## src/hdl/scpr_pkg.sv

```systemverilog
package scpr_pkg;

  localparam int MAX_FRAMES = 64;
  localparam int FRAME_W    = $clog2(MAX_FRAMES);
  localparam int COUNT_W    = 7;
  localparam int PAGE_BITS  = 16;
  localparam int FAULT_W    = 16;

  localparam logic [COUNT_W-1:0] FRAMES_RESET = COUNT_W'(4);
  localparam logic [FAULT_W-1:0] FAULT_TOP    = {FAULT_W{1'b1}};

  typedef logic [FRAME_W-1:0]   frame_idx_t;
  typedef logic [COUNT_W-1:0]   frame_cnt_t;
  typedef logic [PAGE_BITS-1:0] page_t;
  typedef logic [FAULT_W-1:0]   fault_t;

  typedef enum logic [2:0] {
    ST_IDLE,
    ST_SCAN,
    ST_SWEEP,
    ST_EVICT,
    ST_DONE
  } state_e;

endpackage

```

## src/hdl/scpr_if.sv

```systemverilog
interface scpr_in_if import scpr_pkg::*; ();
  logic  valid;
  logic  ready;
  page_t page;
  logic  first_ref;

  modport source (output valid, output page, output first_ref, input ready);
  modport sink   (input valid, input page, input first_ref, output ready);
endinterface

interface scpr_out_if import scpr_pkg::*; ();
  logic       valid;
  logic       ready;
  logic       hit;
  frame_idx_t frame_index;
  logic       evicted_valid;
  page_t      evicted_page;
  fault_t     fault_count;

  modport source (output valid, output hit, output frame_index, output evicted_valid,
                  output evicted_page, output fault_count, input ready);
  modport sink   (input valid, input hit, input frame_index, input evicted_valid,
                  input evicted_page, input fault_count, output ready);
endinterface

```

## src/hdl/second_chance_page_replacer_core.sv

```systemverilog
// Channel  Direction  Payload                                              Handshake
// in_i     sink       page, first_ref                                      valid/ready
// out_o    source     hit, frame_index, evicted_valid, evicted_page,       valid/ready
//                     fault_count
// cfg      input      frames_in_use (cfg_wdata_i)                          cfg_we_i
//
// One reference is processed at a time. The lookup reads the page memory one
// frame per cycle and stops at a hit; a miss scans all n managed frames, then
// the hand passes each set used bit, clearing it, and the eviction read, the
// write back and the result load follow. Reset clears the valid and used
// flip-flops at once, so no clearing pass is needed.
// A stalled output holds the finished result while the next reference is accepted.
module second_chance_page_replacer_core import scpr_pkg::*; (
  input  logic       clk_i,
  input  logic       rst_ni,
  input  logic       cfg_we_i,
  input  frame_cnt_t cfg_wdata_i,
  scpr_in_if.sink    in_i,
  scpr_out_if.source out_o
);

  state_e     state_q, state_d;
  frame_cnt_t cfg_q;
  frame_cnt_t n_q, n_d;
  page_t      page_q, page_d;
  frame_cnt_t idx_q, idx_d;
  logic       cmp_v_q, cmp_v_d;
  frame_idx_t cmp_idx_q, cmp_idx_d;
  frame_idx_t hand_q, hand_d;
  fault_t     faults_q, faults_d;
  logic [MAX_FRAMES-1:0] valid_q, valid_d;
  logic [MAX_FRAMES-1:0] used_q, used_d;
  frame_idx_t slot_q, slot_d;
  logic       res_hit_q, res_hit_d;
  logic       res_ev_v_q, res_ev_v_d;
  page_t      res_ev_page_q, res_ev_page_d;

  logic       out_valid_q, out_valid_d;
  logic       out_hit_q, out_ev_v_q;
  frame_idx_t out_idx_q;
  page_t      out_ev_page_q;
  fault_t     out_faults_q;
  logic       out_load;

  page_t      mem [MAX_FRAMES];
  page_t      rdata_q;
  logic       mem_re, mem_we;
  frame_idx_t mem_raddr;

  frame_cnt_t n_new;
  frame_idx_t hand_new;
  logic       match;

  function automatic frame_idx_t step_hand(frame_idx_t h, frame_cnt_t n);
    frame_cnt_t nxt;
    nxt = {1'b0, h} + frame_cnt_t'(1);
    step_hand = (nxt >= n) ? '0 : nxt[FRAME_W-1:0];
  endfunction

  assign in_i.ready = (state_q == ST_IDLE);

  always_comb begin
    if (cfg_q == '0) begin
      n_new = frame_cnt_t'(1);
    end else if (cfg_q > frame_cnt_t'(MAX_FRAMES)) begin
      n_new = frame_cnt_t'(MAX_FRAMES);
    end else begin
      n_new = cfg_q;
    end
    hand_new = in_i.first_ref ? '0 : hand_q;
    if ({1'b0, hand_new} >= n_new) begin
      hand_new = '0;
    end
  end

  assign match = cmp_v_q && valid_q[cmp_idx_q] && (rdata_q == page_q);

  always_comb begin
    state_d       = state_q;
    n_d           = n_q;
    page_d        = page_q;
    idx_d         = idx_q;
    cmp_v_d       = 1'b0;
    cmp_idx_d     = cmp_idx_q;
    hand_d        = hand_q;
    faults_d      = faults_q;
    valid_d       = valid_q;
    used_d        = used_q;
    slot_d        = slot_q;
    res_hit_d     = res_hit_q;
    res_ev_v_d    = res_ev_v_q;
    res_ev_page_d = res_ev_page_q;
    mem_re        = 1'b0;
    mem_we        = 1'b0;
    mem_raddr     = idx_q[FRAME_W-1:0];
    out_load      = 1'b0;

    case (state_q)
      ST_IDLE: begin
        if (in_i.valid) begin
          n_d    = n_new;
          page_d = in_i.page;
          hand_d = hand_new;
          idx_d  = '0;
          if (in_i.first_ref) begin
            valid_d  = '0;
            used_d   = '0;
            faults_d = '0;
          end
          state_d = ST_SCAN;
        end
      end
      ST_SCAN: begin
        if (match) begin
          used_d[cmp_idx_q] = 1'b1;
          slot_d        = cmp_idx_q;
          res_hit_d     = 1'b1;
          res_ev_v_d    = 1'b0;
          res_ev_page_d = '0;
          state_d       = ST_DONE;
        end else if (idx_q < n_q) begin
          mem_re    = 1'b1;
          cmp_v_d   = 1'b1;
          cmp_idx_d = idx_q[FRAME_W-1:0];
          idx_d     = idx_q + frame_cnt_t'(1);
        end else begin
          if (faults_q != FAULT_TOP) begin
            faults_d = faults_q + fault_t'(1);
          end
          res_hit_d = 1'b0;
          state_d   = ST_SWEEP;
        end
      end
      ST_SWEEP: begin
        if (used_q[hand_q]) begin
          used_d[hand_q] = 1'b0;
          hand_d         = step_hand(hand_q, n_q);
        end else begin
          mem_re    = 1'b1;
          mem_raddr = hand_q;
          slot_d    = hand_q;
          state_d   = ST_EVICT;
        end
      end
      ST_EVICT: begin
        mem_we          = 1'b1;
        res_ev_v_d      = valid_q[slot_q];
        res_ev_page_d   = valid_q[slot_q] ? rdata_q : '0;
        valid_d[slot_q] = 1'b1;
        used_d[slot_q]  = 1'b1;
        hand_d          = step_hand(slot_q, n_q);
        state_d         = ST_DONE;
      end
      ST_DONE: begin
        if (!out_valid_q || out_o.ready) begin
          out_load = 1'b1;
          state_d  = ST_IDLE;
        end
      end
      default: begin
        state_d = ST_IDLE;
      end
    endcase

    if (out_load) begin
      out_valid_d = 1'b1;
    end else if (out_o.ready) begin
      out_valid_d = 1'b0;
    end else begin
      out_valid_d = out_valid_q;
    end
  end

  always_ff @(posedge clk_i) begin
    if (mem_we) begin
      mem[slot_q] <= page_q;
    end
    if (mem_re) begin
      rdata_q <= mem[mem_raddr];
    end
  end

  always_ff @(posedge clk_i or negedge rst_ni) begin
    if (!rst_ni) begin
      state_q     <= ST_IDLE;
      cfg_q       <= FRAMES_RESET;
      n_q         <= frame_cnt_t'(1);
      idx_q       <= '0;
      cmp_v_q     <= 1'b0;
      hand_q      <= '0;
      faults_q    <= '0;
      valid_q     <= '0;
      used_q      <= '0;
      out_valid_q <= 1'b0;
    end else begin
      state_q     <= state_d;
      if (cfg_we_i) begin
        cfg_q <= cfg_wdata_i;
      end
      n_q         <= n_d;
      idx_q       <= idx_d;
      cmp_v_q     <= cmp_v_d;
      hand_q      <= hand_d;
      faults_q    <= faults_d;
      valid_q     <= valid_d;
      used_q      <= used_d;
      out_valid_q <= out_valid_d;
    end
  end

  always_ff @(posedge clk_i) begin
    page_q        <= page_d;
    cmp_idx_q     <= cmp_idx_d;
    slot_q        <= slot_d;
    res_hit_q     <= res_hit_d;
    res_ev_v_q    <= res_ev_v_d;
    res_ev_page_q <= res_ev_page_d;
    if (out_load) begin
      out_hit_q     <= res_hit_q;
      out_idx_q     <= slot_q;
      out_ev_v_q    <= res_ev_v_q;
      out_ev_page_q <= res_ev_page_q;
      out_faults_q  <= faults_q;
    end
  end

  assign out_o.valid         = out_valid_q;
  assign out_o.hit           = out_hit_q;
  assign out_o.frame_index   = out_idx_q;
  assign out_o.evicted_valid = out_ev_v_q;
  assign out_o.evicted_page  = out_ev_page_q;
  assign out_o.fault_count   = out_faults_q;

  // A hit never evicts, and an empty eviction reports page zero.
  assert property (@(posedge clk_i) disable iff (!rst_ni)
    out_o.valid |-> !(out_o.hit && out_o.evicted_valid))
    else $error("hit reported together with an eviction");

  assert property (@(posedge clk_i) disable iff (!rst_ni)
    (out_o.valid && !out_o.evicted_valid) |-> (out_o.evicted_page == '0))
    else $error("evicted page not zero without an eviction");

  // The hand stays inside the managed frames while a reference is in flight.
  assert property (@(posedge clk_i) disable iff (!rst_ni)
    (state_q != ST_IDLE) |-> ({1'b0, hand_q} < n_q))
    else $error("clock hand outside the managed frames");

  // The frame chosen for eviction is valid and marked used after write back.
  assert property (@(posedge clk_i) disable iff (!rst_ni)
    (state_q == ST_EVICT) |=> (valid_q[slot_q] && used_q[slot_q]))
    else $error("loaded frame not marked valid and used");

endmodule

```

## src/flat_wrapper.sv

```systemverilog
// flat-port wrapper written by rule: the top's interface ports become plain ports
module second_chance_page_replacer_core_flat import scpr_pkg::*;
  (clk_i, rst_ni, cfg_we_i, cfg_wdata_i, in_i_valid, in_i_page, in_i_first_ref, in_i_ready, out_o_valid, out_o_hit, out_o_frame_index, out_o_evicted_valid, out_o_evicted_page, out_o_fault_count, out_o_ready);
  scpr_in_if in_i_i ();
  scpr_out_if out_o_i ();
  input  logic clk_i;
  input  logic rst_ni;
  input  logic cfg_we_i;
  input  frame_cnt_t cfg_wdata_i;
  input wire logic [$bits(in_i_i.valid)-1:0] in_i_valid;
  input wire logic [$bits(in_i_i.page)-1:0] in_i_page;
  input wire logic [$bits(in_i_i.first_ref)-1:0] in_i_first_ref;
  output wire logic [$bits(in_i_i.ready)-1:0] in_i_ready;
  output wire logic [$bits(out_o_i.valid)-1:0] out_o_valid;
  output wire logic [$bits(out_o_i.hit)-1:0] out_o_hit;
  output wire logic [$bits(out_o_i.frame_index)-1:0] out_o_frame_index;
  output wire logic [$bits(out_o_i.evicted_valid)-1:0] out_o_evicted_valid;
  output wire logic [$bits(out_o_i.evicted_page)-1:0] out_o_evicted_page;
  output wire logic [$bits(out_o_i.fault_count)-1:0] out_o_fault_count;
  input wire logic [$bits(out_o_i.ready)-1:0] out_o_ready;
  assign in_i_i.valid = in_i_valid;
  assign in_i_i.page = in_i_page;
  assign in_i_i.first_ref = in_i_first_ref;
  assign in_i_ready = in_i_i.ready;
  assign out_o_valid = out_o_i.valid;
  assign out_o_hit = out_o_i.hit;
  assign out_o_frame_index = out_o_i.frame_index;
  assign out_o_evicted_valid = out_o_i.evicted_valid;
  assign out_o_evicted_page = out_o_i.evicted_page;
  assign out_o_fault_count = out_o_i.fault_count;
  assign out_o_i.ready = out_o_ready;
  second_chance_page_replacer_core u_core (.clk_i(clk_i), .rst_ni(rst_ni), .cfg_we_i(cfg_we_i), .cfg_wdata_i(cfg_wdata_i), .in_i(in_i_i), .out_o(out_o_i));
endmodule
```

## config.mk

```make
export PLATFORM = sky130hd
export DESIGN_NAME = second_chance_page_replacer_core_flat
export DESIGN_NICKNAME = d
export VERILOG_FILES = /design/src/hdl/scpr_pkg.sv /design/src/hdl/scpr_if.sv /design/src/hdl/second_chance_page_replacer_core.sv /design/src/flat_wrapper.sv
export SDC_FILE = /design/constraint.sdc
export NUM_CORES = 2
export LEC_CHECK = 0
export BUFFER_PORTS_ARGS = -buffer_cell sky130_fd_sc_hd__buf_4
export CORE_ASPECT_RATIO = 0.75
export CORE_MARGIN = 1.5
export CORE_UTILIZATION = 30
export DETAILED_ROUTE_END_ITERATION = 16
export GPL_ROUTABILITY_DRIVEN = 0
export GPL_TIMING_DRIVEN = 0
export PLACE_DENSITY_LB_ADDON = 0.12
export SETUP_SLACK_MARGIN = 0.5
export SYNTH_ARGS = -nofsm -noshare
export SYNTH_HDL_FRONTEND = slang
export SYNTH_SLANG_ARGS = --single-unit
```

## constraint.sdc

```tcl
create_clock -name clk_i -period 10.75 [get_ports clk_i]
set_input_delay 3.225 -clock clk_i [delete_from_list [all_inputs] [get_ports clk_i]]
set_output_delay 3.225 -clock clk_i [all_outputs]
set_load 0.005 [all_outputs]
```

Yosys cells after proc, flatten, opt, wreduce, memory -nomap -nowiden
Memories as Yosys holds them, arrays and structs flattened. A register that Yosys moved wholly into a read port is not among the register bits.
Cells that the tools add are included.
Storage, ports and cells
  memory bits (read-only): 0
  latch bits: 0
  input port bits: 29
  logic and storage cells: 154
  bits in writable memories: 1024
  memories kept: 1
  register bits: 262
Memory list
  u_core.mem: depth 64, bits a word 16, rd ports 1, clocked after Yosys merged registers in 1, write ports 1, RTL line second_chance_page_replacer_core.sv:45  | page_t mem [MAX_FRAMES];
Cells by class
  bitwise operators: 6
  shift operators: 0
  eq/ne operators: 18
  magnitude comparators: 11
  div/mod/pow operators: 0
  multiply operators: 0
  reductions and logical operators: 27
  add/subtract/negate cells: 4
  multiplexer cells: 66
Operators with widths (number)
  $mux W64: 4
  $pmux W64 S4: 1
  $or A64 B64 Y64: 3
  $pmux W64 S2: 1
  $mux W16: 7
  $and A64 B64 Y64: 1
  $not A64 Y64: 1
  $pmux W16 S2: 2
  $mux W6: 10
  $mux W7: 5
  $lt A6 B7 Y1 const B: 3
  $mux W1: 19
  $bmux W1 S6: 3
  $demux W1 S6: 3
  $ge A6 B1 Y1 const B: 3
  $pmux W6 S3: 1
  $add A16 B1 Y16 const B: 1
  $eq A16 B16 Y1: 1
  $ne A16 B16 Y1 const B: 1
  $mux W3: 5
  $pmux W3 S5: 1
  $add A6 B1 Y7 const B: 2
  $ge A7 B7 Y1: 2
  $pmux W7 S2: 1
  other kinds (26): 51

Logic depth before layout (Yosys ltp)
  depth in word-level cells: 8
  gate-level depth with buffers: 17
  mapped depth without buffers: 14

Least setup slack after synthesis
No wires, ideal clock.
  path kind: input port to flip-flop
  start point: input port in_i_first_ref
  end point: register u_core.hand_q[0]
  path slack: 5247 ps
  path buffers: 1
  stages: 13
  arrival: 5426 ps
  cell sequence: clkbuf_1 nand2b_1 ha_1 nand2b_1 a21o_1 a21o_1 a21o_1 a21o_1 a21oi_1 nor2_1 o31ai_1 nand2_1 a21oi_1
Between the ends
  longest elaborated chain between the ends: 5
Ends and longest elaborated chain
  start: declaration: RTL line flat_wrapper.sv:12  | input wire logic [$bits(in_i_i.first_ref)-1:0] in_i_first_ref;
  $mux W6 *: RTL line second_chance_page_replacer_core.sv:70  | hand_new = in_i.first_ref ? '0 : hand_q;
  $ge A6 B7 Y1: RTL line second_chance_page_replacer_core.sv:71  | if ({1'b0, hand_new} >= n_new) begin
  $mux W6 *: RTL line second_chance_page_replacer_core.sv:71
  $mux W6 *: RTL line second_chance_page_replacer_core.sv:100  | if (in_i.valid) begin
  $pmux W6 S3 *: RTL line second_chance_page_replacer_core.sv:98  | case (state_q)
  end signal: assignment: RTL line second_chance_page_replacer_core.sv:203  | hand_q <= hand_d;
  end: declaration: RTL line second_chance_page_replacer_core.sv:29  | frame_idx_t hand_q, hand_d;
Every way passes the cells marked *; elsewhere a longest branch is shown, timed or not. The select of a mux whose other input is x is not followed.
A chain may end at the register's enable or synchronous reset.

Final worst setup path
  start point: register u_core.hand_q[1]
  end point: register u_core.rdata_q[10] (read register of u_core.mem), data pin
Between the ends
  longest elaborated chain between the ends: 4
  elaborated cells on any way between the ends: 6
Ends and longest elaborated chain
  $bmux W1 S6: RTL line second_chance_page_replacer_core.sv:135  | if (used_q[hand_q]) begin
  $mux W1 (not written as such): RTL line second_chance_page_replacer_core.sv:135
  $mux W1 or $mux W6 (tied branches): RTL line second_chance_page_replacer_core.sv:135
  $pmux W1 S2 or $mux W6 (tied branches): RTL line second_chance_page_replacer_core.sv:98
  end: declaration: RTL line second_chance_page_replacer_core.sv:46  | page_t rdata_q;
Parallel ways exist; a longest one is shown, timed or not. The select of a mux whose other input is x is not followed.

==> results.md <==
* CTS max path bufs at 3
* Initial antenna violation count at 11
* Max Clock Freq at about 140 MHz
* Largest net degree at the start of global routing at 96
* Crit. Startpoint: u_core.hand_q[1]$_DFFE_PN0P_
* Critical path's slowest cell: nor2_1
* Hold Path Sink: u_core.out_o.evicted_page[10]$_DFFE_PP_
* Core footprint at roughly 190000 sq um
* Most common cell after layout, fill and taps aside: edfxtp_1
* Worst endpoint required time at around 11 ns
* FF+latch count, synth at between 1k and 1.5k
* DRT iter0 DRCs at 5926
* Critical Path AT at a little under 8 ns
* Synth Flop Type: edfxtp_1
* Path depth of the worst reg2reg path at 13
* Cell leakage power at approximately 23 nW
* Status: finished, final reports clean
* Share of layout cells above drive strength 1 at roughly an eighth
* Syn_nets at ~4.7k
* Seq/Total Area, Yosys at 66.5%
* Total Power at 16.0 mW
* # DRC at 0
* DR vias/cell at between 5 and 6
* Grt ovf at 0
* FFs w/ async S/R, synth at ~14%
* Area taken by multi-input logic gates at 17900 sq um
* Worst-Skew Late Latency at 0.83 ns
* CTS Hold Buffers Added at 0
* DIE HEIGHT at 382 um
* Critical Path Sink Type: flip-flop
* Startpoint Class: flip-flop
* Fin crit share at between 60% and 70%
* Post-DP Area at around 64000 sq um
* Num CTS Buffers at 144
* Commonest non-fill, non-tap cells in the layout: edfxtp_1 (1126), nand3_1 (396), o21ai_0 (383)
* EDFF count, synth at 1126
* Final Slew Violations at 0
* Clock root buffer: clkbuf_16
* Post-Syn Instances at ~4.6k
* Yosys Warn Count at 0
* Setup bufs post-CTS at 0
* Hold Path Class: flip-flop to flip-flop
* Routed wire length at approximately 230000 um
* Pwr per Cell Area at 233 nW/um^2
* Post-synth design cell area at 57500 sq um
* Syn Area/Cell at between 10 and 15 sq um
* Hold_sp: u_core.res_ev_page_q[10]$_SDFFCE_PN0P_
* First-pass GRT wire length at approximately 320000 um
* # fillers at around 18k
* Ports at 71
* RR Startpoint: u_core.hand_q[1]$_DFFE_PN0P_
* Port Buf Inserts at 68
* Post-DP HPWL at about 170000 um
* Synth cell types at between 70 and 80
* CTS tree: done
* Drt wl/cell at about 30 um
* R2R Path End: u_core.rdata_q[10]$_DFFE_PP_
* Crit path kind: flip-flop to flip-flop
* Worst-margin pin slew at 1.41 ns
* CP Cell Sequence: nor2_1 > a22oi_1 > nand3_1 > nand4_1 > buf_2 > nor3_2 > buf_4 > mux2i_2 > buf_2 > a31oi_1 > a41oi_1 > o311a_1 > nand4_1
* Minimum clock period at about 7.2 ns
* RSZ-0062 raised after global routing: no
* Final ANT Viol Nets at 0
* Clk_skew at 0.0439 ns
* Max-Cap Viols at 0
* # H-tree levels at 4
* Final nets at about 5.0k
* DIE WIDTH at around 510 um
* Die Area at 194000 sq um
* DRT Pass-1 Iters at 6
* Reg2reg setup slack at between 3 and 4 ns
* P&R area growth vs syn at 20.1%
* DR vias at around 42k
* Final setup fails at 0
* CTS resizes at 0
* Flip-flop and latch area at approximately 38000 sq um
* Placement Rows at roughly 140
* Clk sink count at 1302
* Crit Path Max Fanout at 10
* Worst vdd ir at about 0.17 mV
* Vias in the first global route at 39.7k
* Initial Utilization at 30.3%
* Hold Path Depth at 0
* Design area at a little under 70000 sq um
* Global Route Usage Sum at a little under a quarter
* Final hold vios at 0
* Total Negative Setup Slacks at 0 ns
* Clock transition at path regs at about 0.060 ns
* Max-Slew Margin vs Limit at 3.39%
* Max stage delay on crit path at between 1 and 1.5 ns
## Yosys cell counts (103+ instances only)
master    number  share of area, %
edfxtp_1    1126                59
nand3_1      396               3.4
o21ai_0      383               3.3
nand2_1      376               2.5
nor2_1       358               2.3
clkbuf_1     268               1.8
dfrtp_1      174               7.6
mux2i_1      165               2.9
a21oi_1      156               1.4
nand2b_1     147               1.6
a21o_1       116               1.5
o22ai_1      103               1.1
## final cells by class
class	instances	share of cell area, %
inverters	34	0.185
well taps	2520	4.57
repair buffers	200	4.90
plain buffers	377	2.31
clock inverters	66	0.950
diodes	4	0.0145
multi-input cells	2912	25.9
clock buffers	193	5.73
flip-flops and latches	1302	55.4
## worst max-delay path, delay by kind of cell, from the launching register on
family / cells / cell delay, ns
compound gates: 4 / 1.80
mux: 1 / 0.97
simple gates: 5 / 2.25
buf+inv: 3 / 1.30
flops: 1 / 0.52
## sequential cells by signal, indices dropped and copies added, names as in the netlist, 3 cells and up
register,count
u_core.mem,1024
u_core.rdata_q,16
u_core.used_q,64
u_core.slot_q,6
u_core.out_o.fault_count,16
u_core.idx_q,7
u_core.cmp_idx_q,6
u_core.hand_q,6
u_core.valid_q,64
u_core.out_o.frame_index,6
u_core.cfg_q,7
u_core.state_q,3
u_core.res_ev_page_q,16
u_core.page_q,16
u_core.n_q,7
u_core.faults_q,16
u_core.out_o.evicted_page,16
## routing by layer
metal	part of all wire, %	wire [um]	track usage, %	up-vias
met3	9.0	20500	5.23	249
met4	1.8	4000	4.70	2
li1	-	-	-	18400
met1	49	112000	36.8	21800
met2	40	91900	31.2	1963
met5	0.0057	13	0	-
## metrics by stage
step	util [%]	setup WS, ns	hold slack [ns]	cells
global route	36.4	3.56	0.424	7604
detailed placement	34.0	3.94	0.406	7345
CTS	36.4	3.90	0.420	7604
finish	36.4	3.52	0.413	7608
floorplan	-	5.25	0.400	4625
global placement	32.3	2.65	0.403	7213
## logic make-up after synthesis
logic type / Yosys count / synth area share [%]
AOI/OAI and AO/OA: 1153 / 13.0
buffers and inverters: 411 / 3.00
and+or+nand+nor: 1501 / 12.5
muxes: 201 / 3.92
xor gates and xnor gates: 27 / 0.412
DFF: 1302 / 66.5
adders and majority gates: 30 / 0.653
## report_power, final
group | total [mW] | switching (mW) | internal [mW] | leakage (nW)
Combinational | 4.96 | 3.48 | 1.47 | 8.40
Sequential | 6.13 | 0.196 | 5.94 | 12.6
Clock | 4.96 | 2.13 | 2.83 | 2.25
Total | 16.0 | 5.81 | 10.2 | 23.2
## worst max path at each step
stage | end | cells past startpoint
after detailed placement | u_core.rdata_q[10]$_DFFE_PP_ | 14
after floorplan | u_core.hand_q[0]$_DFFE_PN0P_ | 13
after global placement | u_core.used_q[31]$_DFFE_PN0P_ | 8
after CTS | u_core.rdata_q[10]$_DFFE_PP_ | 14
after global routing | u_core.rdata_q[10]$_DFFE_PP_ | 14
final | u_core.rdata_q[10]$_DFFE_PP_ | 13
Power figures use the tool's default switching activity.
